===== src/hw/rtl/ptss_pkg.sv =====
package ptss_pkg;

   localparam int TASK_W    = 3;
   localparam int MASK_W    = 8;
   localparam int SEM_W     = 3;
   localparam int CNT_W     = 16;
   localparam int CSR_IDX_W = 1;
   localparam int CSR_W     = 8;

   typedef enum logic [3:0] {
      CMD_TICK       = 4'd0,
      CMD_START      = 4'd1,
      CMD_SUSPEND    = 4'd2,
      CMD_RESUME     = 4'd3,
      CMD_DELAY      = 4'd4,
      CMD_PEND       = 4'd5,
      CMD_POST       = 4'd6,
      CMD_POST_SCHED = 4'd7,
      CMD_CLEAN      = 4'd8,
      CMD_SCHEDULE   = 4'd9
   } cmd_type;

   typedef enum logic [CSR_IDX_W-1:0] {
      CSR_START_MASK  = 1'd0,
      CSR_SHARED_MASK = 1'd1
   } csr_idx_type;

   // what the counter sweep does to the cell at the head of the ring
   typedef enum logic [1:0] {
      OP_NONE  = 2'd0,
      OP_TICK  = 2'd1,
      OP_WRITE = 2'd2
   } op_type;

endpackage


===== src/hw/rtl/ptss_req_if.sv =====
interface ptss_req_if;
   logic                          valid;
   logic                          ready;
   logic [3:0]                    command;
   logic [ptss_pkg::TASK_W-1:0]   task_id;
   logic [ptss_pkg::SEM_W-1:0]    sem_index;
   logic [ptss_pkg::CNT_W-1:0]    tick_count;

   modport source (output valid, command, task_id, sem_index, tick_count, input ready);
   modport sink   (input valid, command, task_id, sem_index, tick_count, output ready);
endinterface


===== src/hw/rtl/ptss_rsp_if.sv =====
interface ptss_rsp_if;
   logic                          valid;
   logic                          ready;
   logic [ptss_pkg::TASK_W-1:0]   running_task;
   logic [ptss_pkg::MASK_W-1:0]   ready_mask;
   logic                          pend_granted;
   logic                          switched;
   logic                          wait_left_nonzero;

   modport source (output valid, running_task, ready_mask, pend_granted, switched,
                   wait_left_nonzero, input ready);
   modport sink   (input valid, running_task, ready_mask, pend_granted, switched,
                   wait_left_nonzero, output ready);
endinterface


===== src/hw/rtl/ptss_cell.sv =====
module ptss_cell (
   input  logic                         clock,
   input  logic                         reset,
   input  logic                         shift,
   input  logic [ptss_pkg::CNT_W-1:0]   nbr_d,
   output logic [ptss_pkg::CNT_W-1:0]   cnt_q
);

   logic [ptss_pkg::CNT_W-1:0] cnt_ff, cnt_in;

   // one delay counter; the ring moves every counter one place toward the head per shift
   assign cnt_in = shift ? nbr_d : cnt_ff;

   always_ff @(posedge clock) begin
      if (reset) begin
         cnt_ff <= '0;
      end else begin
         cnt_ff <= cnt_in;
      end
   end

   assign cnt_q = cnt_ff;

endmodule


===== src/hw/rtl/priority_task_scheduler_with_semaphores_unit.sv =====
// Cooperative priority scheduler with semaphores. Every command word gives exactly one
// result word. At acceptance the decoded command updates the ready bitmap, the running
// task and the semaphore that it addresses. The ring of per-task delay counters then turns
// once, one cell past the head per cycle, where a tick decrements and a delay, pend,
// suspend or resume writes its counter. Next the ST_DONE state moves the result to the
// output register, and waits while the register still holds a word that has not been
// taken. A new command is taken once the previous result has moved to the output
// register.
module priority_task_scheduler_with_semaphores_unit #(
   parameter int TASK_COUNT = 7,
   parameter int SEM_COUNT  = 8
) (
   input  logic                                clock,
   input  logic                                reset,
   ptss_req_if.sink                            req,
   ptss_rsp_if.source                          rsp,
   input  logic                                csr_wr_en,
   input  logic [ptss_pkg::CSR_IDX_W-1:0]      csr_index,
   input  logic [ptss_pkg::CSR_W-1:0]          csr_wr_data
);

   localparam int SemStore = (SEM_COUNT < 8) ? SEM_COUNT : 8;
   localparam int SemIdxW  = (SemStore > 1) ? $clog2(SemStore) : 1;
   localparam logic [ptss_pkg::TASK_W-1:0] IdleTask = ptss_pkg::TASK_W'(TASK_COUNT);
   localparam logic [ptss_pkg::TASK_W-1:0] LastPos  = ptss_pkg::TASK_W'(TASK_COUNT - 1);

   typedef enum logic [1:0] {
      ST_IDLE,
      ST_SWEEP,
      ST_DONE
   } state_type;

   state_type state_ff;

   logic [ptss_pkg::CSR_W-1:0]   start_mask_ff, shared_mask_ff;
   logic [ptss_pkg::MASK_W-1:0]  ready_ff, ready_in;
   logic [ptss_pkg::TASK_W-1:0]  cur_ff, cur_in;
   logic                         sem_avail_ff [SemStore];
   logic [ptss_pkg::MASK_W-1:0]  sem_wait_ff  [SemStore];
   logic [ptss_pkg::TASK_W-1:0]  pos_ff;

   ptss_pkg::op_type             op_ff, op_in;
   logic [ptss_pkg::TASK_W-1:0]  op_task_ff, op_task_in;
   logic [ptss_pkg::CNT_W-1:0]   op_val_ff, op_val_in;
   logic                         gnt_ff, gnt_in, sw_ff, sw_in, left_ff;

   logic                         rsp_valid_ff;
   logic [ptss_pkg::TASK_W-1:0]  rsp_task_ff;
   logic [ptss_pkg::MASK_W-1:0]  rsp_mask_ff;
   logic                         rsp_gnt_ff, rsp_sw_ff, rsp_left_ff;

   logic                         accept, sweep, out_free;
   logic                         sem_ok, tid_ok, cur_ok, shared;
   logic [SemIdxW-1:0]           sidx;
   logic                         avail_rd, avail_in, sem_we;
   logic [ptss_pkg::MASK_W-1:0]  wait_rd, wait_in;
   logic [ptss_pkg::TASK_W-1:0]  wake_task;

   logic [ptss_pkg::CNT_W-1:0]   cell_q [TASK_COUNT];
   logic [ptss_pkg::CNT_W-1:0]   head_q, head_in;

   // lowest set bit among real tasks, idle when none
   function automatic logic [ptss_pkg::TASK_W-1:0] lowest_task(
      input logic [ptss_pkg::MASK_W-1:0] m
   );
      logic [ptss_pkg::TASK_W-1:0] res;
      res = IdleTask;
      for (int t = TASK_COUNT - 1; t >= 0; t--) begin
         if (m[t]) res = ptss_pkg::TASK_W'(t);
      end
      return res;
   endfunction

   assign req.ready = (state_ff == ST_IDLE);
   assign accept    = req.valid && req.ready;
   assign sweep     = (state_ff == ST_SWEEP);
   assign out_free  = !rsp_valid_ff || rsp.ready;

   assign sem_ok   = int'(req.sem_index) < SEM_COUNT;
   assign tid_ok   = int'(req.task_id) < TASK_COUNT;
   assign cur_ok   = (cur_ff != IdleTask);
   assign shared   = shared_mask_ff[req.sem_index];
   assign sidx     = req.sem_index[SemIdxW-1:0];
   assign avail_rd = sem_ok ? sem_avail_ff[sidx] : 1'b0;
   assign wait_rd  = sem_ok ? sem_wait_ff[sidx] : '0;

   // decode of one command word
   always_comb begin
      ready_in   = ready_ff;
      cur_in     = cur_ff;
      avail_in   = avail_rd;
      wait_in    = wait_rd;
      sem_we     = 1'b0;
      gnt_in     = 1'b0;
      sw_in      = 1'b0;
      op_in      = ptss_pkg::OP_NONE;
      op_task_in = req.task_id;
      op_val_in  = '0;
      wake_task  = lowest_task(wait_rd);
      case (req.command)
         ptss_pkg::CMD_TICK: begin
            op_in = ptss_pkg::OP_TICK;
         end
         ptss_pkg::CMD_START: begin
            ready_in = start_mask_ff;
            cur_in   = IdleTask;
         end
         ptss_pkg::CMD_SUSPEND: begin
            if (tid_ok) begin
               op_in    = ptss_pkg::OP_WRITE;
               ready_in = ready_ff & ~(ptss_pkg::MASK_W'(1) << req.task_id);
               if (cur_ff == req.task_id) begin
                  cur_in = lowest_task(ready_in);
                  sw_in  = 1'b1;
               end
            end
         end
         ptss_pkg::CMD_RESUME: begin
            if (tid_ok) begin
               op_in    = ptss_pkg::OP_WRITE;
               ready_in = ready_ff | (ptss_pkg::MASK_W'(1) << req.task_id);
               if (cur_ff > req.task_id) begin
                  cur_in = lowest_task(ready_in);
                  sw_in  = 1'b1;
               end
            end
         end
         ptss_pkg::CMD_DELAY: begin
            if (req.tick_count != '0 && cur_ok) begin
               op_in      = ptss_pkg::OP_WRITE;
               op_task_in = cur_ff;
               op_val_in  = req.tick_count;
               ready_in   = ready_ff & ~(ptss_pkg::MASK_W'(1) << cur_ff);
               cur_in     = lowest_task(ready_in);
               sw_in      = 1'b1;
            end
         end
         ptss_pkg::CMD_PEND: begin
            if (sem_ok) begin
               if (avail_rd) begin
                  sem_we = 1'b1;
                  if (!shared) avail_in = 1'b0;
                  gnt_in = 1'b1;
               end else if (cur_ok) begin
                  sem_we     = 1'b1;
                  wait_in    = wait_rd | (ptss_pkg::MASK_W'(1) << cur_ff);
                  op_in      = ptss_pkg::OP_WRITE;
                  op_task_in = cur_ff;
                  op_val_in  = req.tick_count;
                  ready_in   = ready_ff & ~(ptss_pkg::MASK_W'(1) << cur_ff);
                  cur_in     = lowest_task(ready_in);
                  sw_in      = 1'b1;
               end
            end
         end
         ptss_pkg::CMD_POST, ptss_pkg::CMD_POST_SCHED: begin
            if (sem_ok) begin
               sem_we = 1'b1;
               if (shared) begin
                  avail_in = 1'b1;
                  ready_in = ready_ff | wait_rd;
                  wait_in  = '0;
               end else if (wake_task != IdleTask) begin
                  wait_in  = wait_rd & ~(ptss_pkg::MASK_W'(1) << wake_task);
                  ready_in = ready_ff | (ptss_pkg::MASK_W'(1) << wake_task);
               end else begin
                  avail_in = 1'b1;
               end
            end
            if (req.command == ptss_pkg::CMD_POST_SCHED) begin
               cur_in = lowest_task(ready_in);
               sw_in  = 1'b1;
            end
         end
         ptss_pkg::CMD_CLEAN: begin
            if (sem_ok) begin
               sem_we   = 1'b1;
               avail_in = 1'b0;
            end
         end
         ptss_pkg::CMD_SCHEDULE: begin
            cur_in = lowest_task(ready_ff);
            sw_in  = 1'b1;
         end
         default: begin
         end
      endcase
   end

   // counter ring: cell 0 is the head, it holds task pos_ff during a sweep
   assign head_q = cell_q[0];

   always_comb begin
      head_in = head_q;
      case (op_ff)
         ptss_pkg::OP_TICK: begin
            if (head_q != '0) head_in = head_q - ptss_pkg::CNT_W'(1);
         end
         ptss_pkg::OP_WRITE: begin
            if (op_task_ff == pos_ff) head_in = op_val_ff;
         end
         default: begin
         end
      endcase
   end

   for (genvar gi = 0; gi < TASK_COUNT; gi++) begin : g_ring
      if (gi == TASK_COUNT - 1) begin : g_tail
         ptss_cell u_cell (
            .clock (clock),
            .reset (reset),
            .shift (sweep),
            .nbr_d (head_in),
            .cnt_q (cell_q[gi])
         );
      end else begin : g_body
         ptss_cell u_cell (
            .clock (clock),
            .reset (reset),
            .shift (sweep),
            .nbr_d (cell_q[gi+1]),
            .cnt_q (cell_q[gi])
         );
      end
   end

   // control, configuration and scheduler state
   always_ff @(posedge clock) begin
      if (reset) begin
         state_ff       <= ST_IDLE;
         rsp_valid_ff   <= 1'b0;
         pos_ff         <= '0;
         start_mask_ff  <= '0;
         shared_mask_ff <= '0;
         ready_ff       <= '0;
         cur_ff         <= IdleTask;
         for (int s = 0; s < SemStore; s++) begin
            sem_avail_ff[s] <= 1'b0;
            sem_wait_ff[s]  <= '0;
         end
      end else begin
         if (csr_wr_en) begin
            case (csr_index)
               ptss_pkg::CSR_START_MASK:  start_mask_ff  <= csr_wr_data;
               ptss_pkg::CSR_SHARED_MASK: shared_mask_ff <= csr_wr_data;
               default: begin
               end
            endcase
         end
         if (rsp_valid_ff && rsp.ready && state_ff != ST_DONE) rsp_valid_ff <= 1'b0;
         case (state_ff)
            ST_IDLE: begin
               if (accept) begin
                  ready_ff <= ready_in;
                  cur_ff   <= cur_in;
                  if (sem_we) begin
                     sem_avail_ff[sidx] <= avail_in;
                     sem_wait_ff[sidx]  <= wait_in;
                  end
                  pos_ff   <= '0;
                  state_ff <= ST_SWEEP;
               end
            end
            ST_SWEEP: begin
               // a counter that ticks down to zero readies its task
               if (op_ff == ptss_pkg::OP_TICK && head_q == ptss_pkg::CNT_W'(1)) begin
                  ready_ff[pos_ff] <= 1'b1;
               end
               if (pos_ff == LastPos) begin
                  pos_ff   <= '0;
                  state_ff <= ST_DONE;
               end else begin
                  pos_ff <= pos_ff + ptss_pkg::TASK_W'(1);
               end
            end
            ST_DONE: begin
               if (out_free) begin
                  rsp_valid_ff <= 1'b1;
                  state_ff     <= ST_IDLE;
               end
            end
            default: begin
               state_ff <= ST_IDLE;
            end
         endcase
      end
   end

   // command and result words
   always_ff @(posedge clock) begin
      if (accept) begin
         op_ff      <= op_in;
         op_task_ff <= op_task_in;
         op_val_ff  <= op_val_in;
         gnt_ff     <= gnt_in;
         sw_ff      <= sw_in;
         left_ff    <= 1'b0;
      end else if (sweep && pos_ff == cur_ff) begin
         left_ff <= (head_in != '0);
      end
      if (state_ff == ST_DONE && out_free) begin
         rsp_task_ff <= cur_ff;
         rsp_mask_ff <= ready_ff;
         rsp_gnt_ff  <= gnt_ff;
         rsp_sw_ff   <= sw_ff;
         rsp_left_ff <= left_ff;
      end
   end

   assign rsp.valid             = rsp_valid_ff;
   assign rsp.running_task      = rsp_task_ff;
   assign rsp.ready_mask        = rsp_mask_ff;
   assign rsp.pend_granted      = rsp_gnt_ff;
   assign rsp.switched          = rsp_sw_ff;
   assign rsp.wait_left_nonzero = rsp_left_ff;

endmodule


===== src/flat_wrapper.sv =====
// flat-port wrapper written by rule: the top's interface ports become plain ports
module priority_task_scheduler_with_semaphores_unit_flat 
#(
   parameter int TASK_COUNT = 7,
   parameter int SEM_COUNT  = 8
)
  (clock, reset, csr_wr_en, csr_index, csr_wr_data, req_valid, req_command, req_task_id, req_sem_index, req_tick_count, req_ready, rsp_valid, rsp_running_task, rsp_ready_mask, rsp_pend_granted, rsp_switched, rsp_wait_left_nonzero, rsp_ready);
  ptss_req_if req_i ();
  ptss_rsp_if rsp_i ();
  input  logic clock;
  input  logic reset;
  input  logic csr_wr_en;
  input  logic [ptss_pkg::CSR_IDX_W-1:0] csr_index;
  input  logic [ptss_pkg::CSR_W-1:0] csr_wr_data;
  input wire logic [$bits(req_i.valid)-1:0] req_valid;
  input wire logic [$bits(req_i.command)-1:0] req_command;
  input wire logic [$bits(req_i.task_id)-1:0] req_task_id;
  input wire logic [$bits(req_i.sem_index)-1:0] req_sem_index;
  input wire logic [$bits(req_i.tick_count)-1:0] req_tick_count;
  output wire logic [$bits(req_i.ready)-1:0] req_ready;
  output wire logic [$bits(rsp_i.valid)-1:0] rsp_valid;
  output wire logic [$bits(rsp_i.running_task)-1:0] rsp_running_task;
  output wire logic [$bits(rsp_i.ready_mask)-1:0] rsp_ready_mask;
  output wire logic [$bits(rsp_i.pend_granted)-1:0] rsp_pend_granted;
  output wire logic [$bits(rsp_i.switched)-1:0] rsp_switched;
  output wire logic [$bits(rsp_i.wait_left_nonzero)-1:0] rsp_wait_left_nonzero;
  input wire logic [$bits(rsp_i.ready)-1:0] rsp_ready;
  assign req_i.valid = req_valid;
  assign req_i.command = req_command;
  assign req_i.task_id = req_task_id;
  assign req_i.sem_index = req_sem_index;
  assign req_i.tick_count = req_tick_count;
  assign req_ready = req_i.ready;
  assign rsp_valid = rsp_i.valid;
  assign rsp_running_task = rsp_i.running_task;
  assign rsp_ready_mask = rsp_i.ready_mask;
  assign rsp_pend_granted = rsp_i.pend_granted;
  assign rsp_switched = rsp_i.switched;
  assign rsp_wait_left_nonzero = rsp_i.wait_left_nonzero;
  assign rsp_i.ready = rsp_ready;
  priority_task_scheduler_with_semaphores_unit #(.TASK_COUNT(TASK_COUNT), .SEM_COUNT(SEM_COUNT)) u_core (.clock(clock), .reset(reset), .req(req_i), .rsp(rsp_i), .csr_wr_en(csr_wr_en), .csr_index(csr_index), .csr_wr_data(csr_wr_data));
endmodule

===== config.mk =====
export PLATFORM = sky130hd
export DESIGN_NAME = priority_task_scheduler_with_semaphores_unit_flat
export DESIGN_NICKNAME = d
export VERILOG_FILES = /design/src/hw/rtl/ptss_pkg.sv /design/src/hw/rtl/ptss_req_if.sv /design/src/hw/rtl/ptss_rsp_if.sv /design/src/hw/rtl/ptss_cell.sv /design/src/hw/rtl/priority_task_scheduler_with_semaphores_unit.sv /design/src/flat_wrapper.sv
export SDC_FILE = /design/constraint.sdc
export NUM_CORES = 1
export LEC_CHECK = 0
export ABC_AREA = 1
export BUFFER_PORTS_ARGS = -buffer_cell sky130_fd_sc_hd__buf_2
export CORE_ASPECT_RATIO = 0.6
export CORE_MARGIN = 2
export CORE_UTILIZATION = 40
export CTS_CLUSTER_SIZE = 28
export DETAILED_ROUTE_END_ITERATION = 12
export GPL_TIMING_DRIVEN = 1
export PLACE_DENSITY_LB_ADDON = 0.25
export SKIP_CTS_REPAIR_TIMING = 1
export SYNTH_ARGS = -nofsm -noshare
export SYNTH_HDL_FRONTEND = slang
export SYNTH_SLANG_ARGS = --single-unit

===== constraint.sdc =====
create_clock -name clock -period 2.8 [get_ports clock]
set_clock_uncertainty 0.1 [all_clocks]
set_input_delay 0.14 -clock clock [delete_from_list [all_inputs] [get_ports clock]]
set_output_delay 0.14 -clock clock [all_outputs]
set_load 0.02 [all_outputs]

==> qor.txt <==
Outcome = finished with violations
Failing checks = hold timing
Pins Over Slew Limit = 0
Commonest non-fill, non-tap cells in the layout = 365 x nor2_1, 263 x nand2_1, 162 x o21ai_0
Die H = 141 um
Sw Ratio = 28.6%
Post-route cell area = 14800 um^2
Reg clk slew, reported paths = 0.06 ns
Sequential-to-total area share from yosys stat = 49.5%
Core ar. = 31000 um^2
PD cells = 638 nW/um^2
# diodes = 0
Chip Width = 232 um
Clock Power Share = 37.3%
Largest area contributor in the netlist = edfxtp_1
Seq pwr share = 45.0%
P_int = 6.75 mW
Final hold slack = -0.00866 ns
CTS tree = built
Synthesized area = 12500 um^2
Top delay family on crit path = simple AND/OR/NAND/NOR gates
HPWL Detailed = 26.6 mm
Max Cap Viol = 0
Num rows = 50
Crit path capture type = flop
Final critical-path share of the clock period = 91.6%
Mapped Cells = 1597
RSZ-0062 raised after global routing = false
Most common cell after layout, fill and taps aside = nor2_1
Net switching power = 2.71 mW
Peak VDD IR = 0.377 mV
Cells along the critical path = nor2_1, and2_1, nand4_1, nor2_4, nor2_1, nand2_1, nor3_2, nand2_1, nand2_1, nand3_1, nand3_1, o21ai_0, nand2_1, nor2_1, nand3_1, nand2_1, inv_1
WL final = 37.3 mm
Unique masters post-synth = 59
Number of synthesized flops with an enable pin = 109
Gpl congestion = 0.980
Total global routing overflow = 0
Area grow syn2layout = 18.4%
CP most frequent cell = nand2_1
Pre-Repair DR Iteration Count = 6
Fmax = 390 MHz
Die area = 32800 um^2
Worst-path fanout max = 4
Syn avg cell area = 7.83 um^2
Total GRT Usage = 22.3%
Total CTS buffers = 25
Combinational share of power = 17.6%
Top-Level Pins = 56
Initial DRC count = 1334
Fraction of registers with async set or reset after synthesis = 0%
CP required = 3.14 ns
P_leak = 6.20 nW
Slowest stage delay, CP = 0.33 ns
H-tree levels = 1
Final Hold Fails = 1
DRC Markers = 0
Main synth FF type = dfxtp_1
Worst-skew pair later-pin latency = 0.54 ns
Port bufs = 55
First-pass GRT wire length = 56.9 mm
Worst EP arrival = 2.91 ns
Via count = 11300
Initial antenna violation count = 0
Setup TNS = 0 ns
Vias in the first global route = 9787
CP max-delay cell = dfxtp_1
Slew HR = 40.2%
Crit path buffers/inverters = 1
Worst hold-check path type = input port to flop
Minimum clock period = 2.57 ns
Largest cells by area after synthesis = edfxtp_1 26%, dfxtp_1 23%, nor2_1 11%
Vias/cell = 5.28
Worst setup SP type = flop
Ys Warns = 0
Clock buffer depth = 3
Fin nets = 1753
Post-DRT Antenna Nets = 0
Area share of the largest cell type after synthesis = 26.2%
Tightest Pin Transition = 0.897 ns
Placed instance area = 13700 um^2
Share of layout cells above drive strength 1 = 13.7%
Syn nets = 1645
Clock sinks = 255
CTS Root Cell = clkbuf_16
Critical path class = flop to flop
Starting Density = 40.4%
Largest net degree at the start of global routing = 77
Post-DR wirelength/cell = 17.5 um
Final Setup Violations = 0
Yosys reg bits = 255
[metrics by stage]
stage | util (%) | power [mW] | cells | hold WS [ns] | worst slack [ns]
after floorplan | - | 5.35 | 1597 | 0.175 | 0.468
after global placement | 44.1 | 5.90 | 2064 | 0.311 | 0.198
after detailed placement | 44.1 | 5.92 | 2064 | 0.306 | 0.101
after CTS | 46.8 | 9.44 | 2108 | -0.249 | 0.203
after global routing | 47.8 | 9.86 | 2138 | 0.00862 | 0.0322
final | 47.8 | 9.45 | 2138 | -0.00866 | 0.234
[synthesized netlist by cell type, types with 14 or more instances]
library cell / number
o211ai_1: 24
nand2_2: 16
nor2_1: 366
inv_1: 126
nand3_1: 67
edfxtp_1: 109
nor3_1: 22
nand4_1: 15
inv_2: 14
nand2_1: 264
a21oi_1: 74
clkbuf_1: 47
o21ai_0: 163
dfxtp_1: 146
[cells by family (layout without fill, tap and decap cells)]
| kind of cell | count (synthesis) | in the layout | share of synthesized area, % |
|---|---|---|---|
| flops | 255 | 255 | 49.5 |
| simple gates | 780 | 780 | 26.4 |
| fa+ha+maj | 8 | 8 | 0.800 |
| xor+xnor | 11 | 11 | 0.770 |
| buf+inv | 218 | 343 | 7.28 |
| compound gates | 325 | 325 | 15.3 |
[flip-flops by register name, summed over array words and instances, names as in the netlist]
signal                             count
u_core.op_ff                           2
u_core.op_task_ff                      3
u_core.op_val_ff                      16
u_core.g_ring.g_tail.u_cell.cnt_q     16
u_core.sw_ff                           1
u_core.g_ring.g_body.u_cell.cnt_q     96
u_core.start_mask_ff                   8
u_core.sem_wait_ff                    64
u_core.rsp.pend_granted                1
u_core.rsp.valid                       1
u_core.ready_ff                        8
u_core.rsp.ready_mask                  8
u_core.sem_avail_ff                    8
u_core.cur_ff                          3
u_core.shared_mask_ff                  8
u_core.state_ff                        2
u_core.rsp.running_task                3
u_core.left_ff                         1
u_core.rsp.wait_left_nonzero           1
u_core.pos_ff                          3
u_core.rsp.switched                    1
u_core.gnt_ff                          1
[worst reg2reg max path, delay by kind of cell, from the launching register on]
family	cells	cell delay, ns
simple gates	15	1.86
flops	1	0.33
compound gates	1	0.15
buf+inv	1	0.04
[power by group through the flow]
stage	registers [mW]	logic, mW	clock network (mW)
2_1_floorplan	4.28	1.08	0
3_3_place_gp	4.33	1.57	0
3_5_place_dp	4.33	1.58	0
4_1_cts	4.25	1.59	3.59
5_1_grt	4.28	1.85	3.73
6_report	4.26	1.67	3.53
[final timing paths]
check	slack (ns)	cells past startpoint	end	start
max reg2reg	0.23	17	u_core.left_ff	u_core.g_ring[0].g_body.u_cell.cnt_q[10]
min	-0.009	4	u_core.op_ff[0]	req_command[3]
min reg2reg	0.36	0	u_core.rsp.switched	u_core.sw_ff
max	0.23	17	u_core.left_ff	u_core.g_ring[0].g_body.u_cell.cnt_q[10]
[routing by layer]
layer  global-route usage, %  share of wire [%]  routed length [um]
met3                    5.62                9.5                3530
met1                    37.7                 52               19400
met4                    3.91                1.4                 533
met5                       0                  0                   0
met2                    27.5                 37               13900
[final cells by class]
cell class / instances / area [um^2]
clock buffers: 36 / 761
inverters: 148 / 572
repair buffers: 151 / 1240
flip-flops and latches: 255 / 6200
fillers: 3025 / 16200
multi-input cells: 1124 / 5430
clock inverters: 8 / 95.1
well taps: 416 / 520
Note: power is estimated with default switching activity, not from simulation.
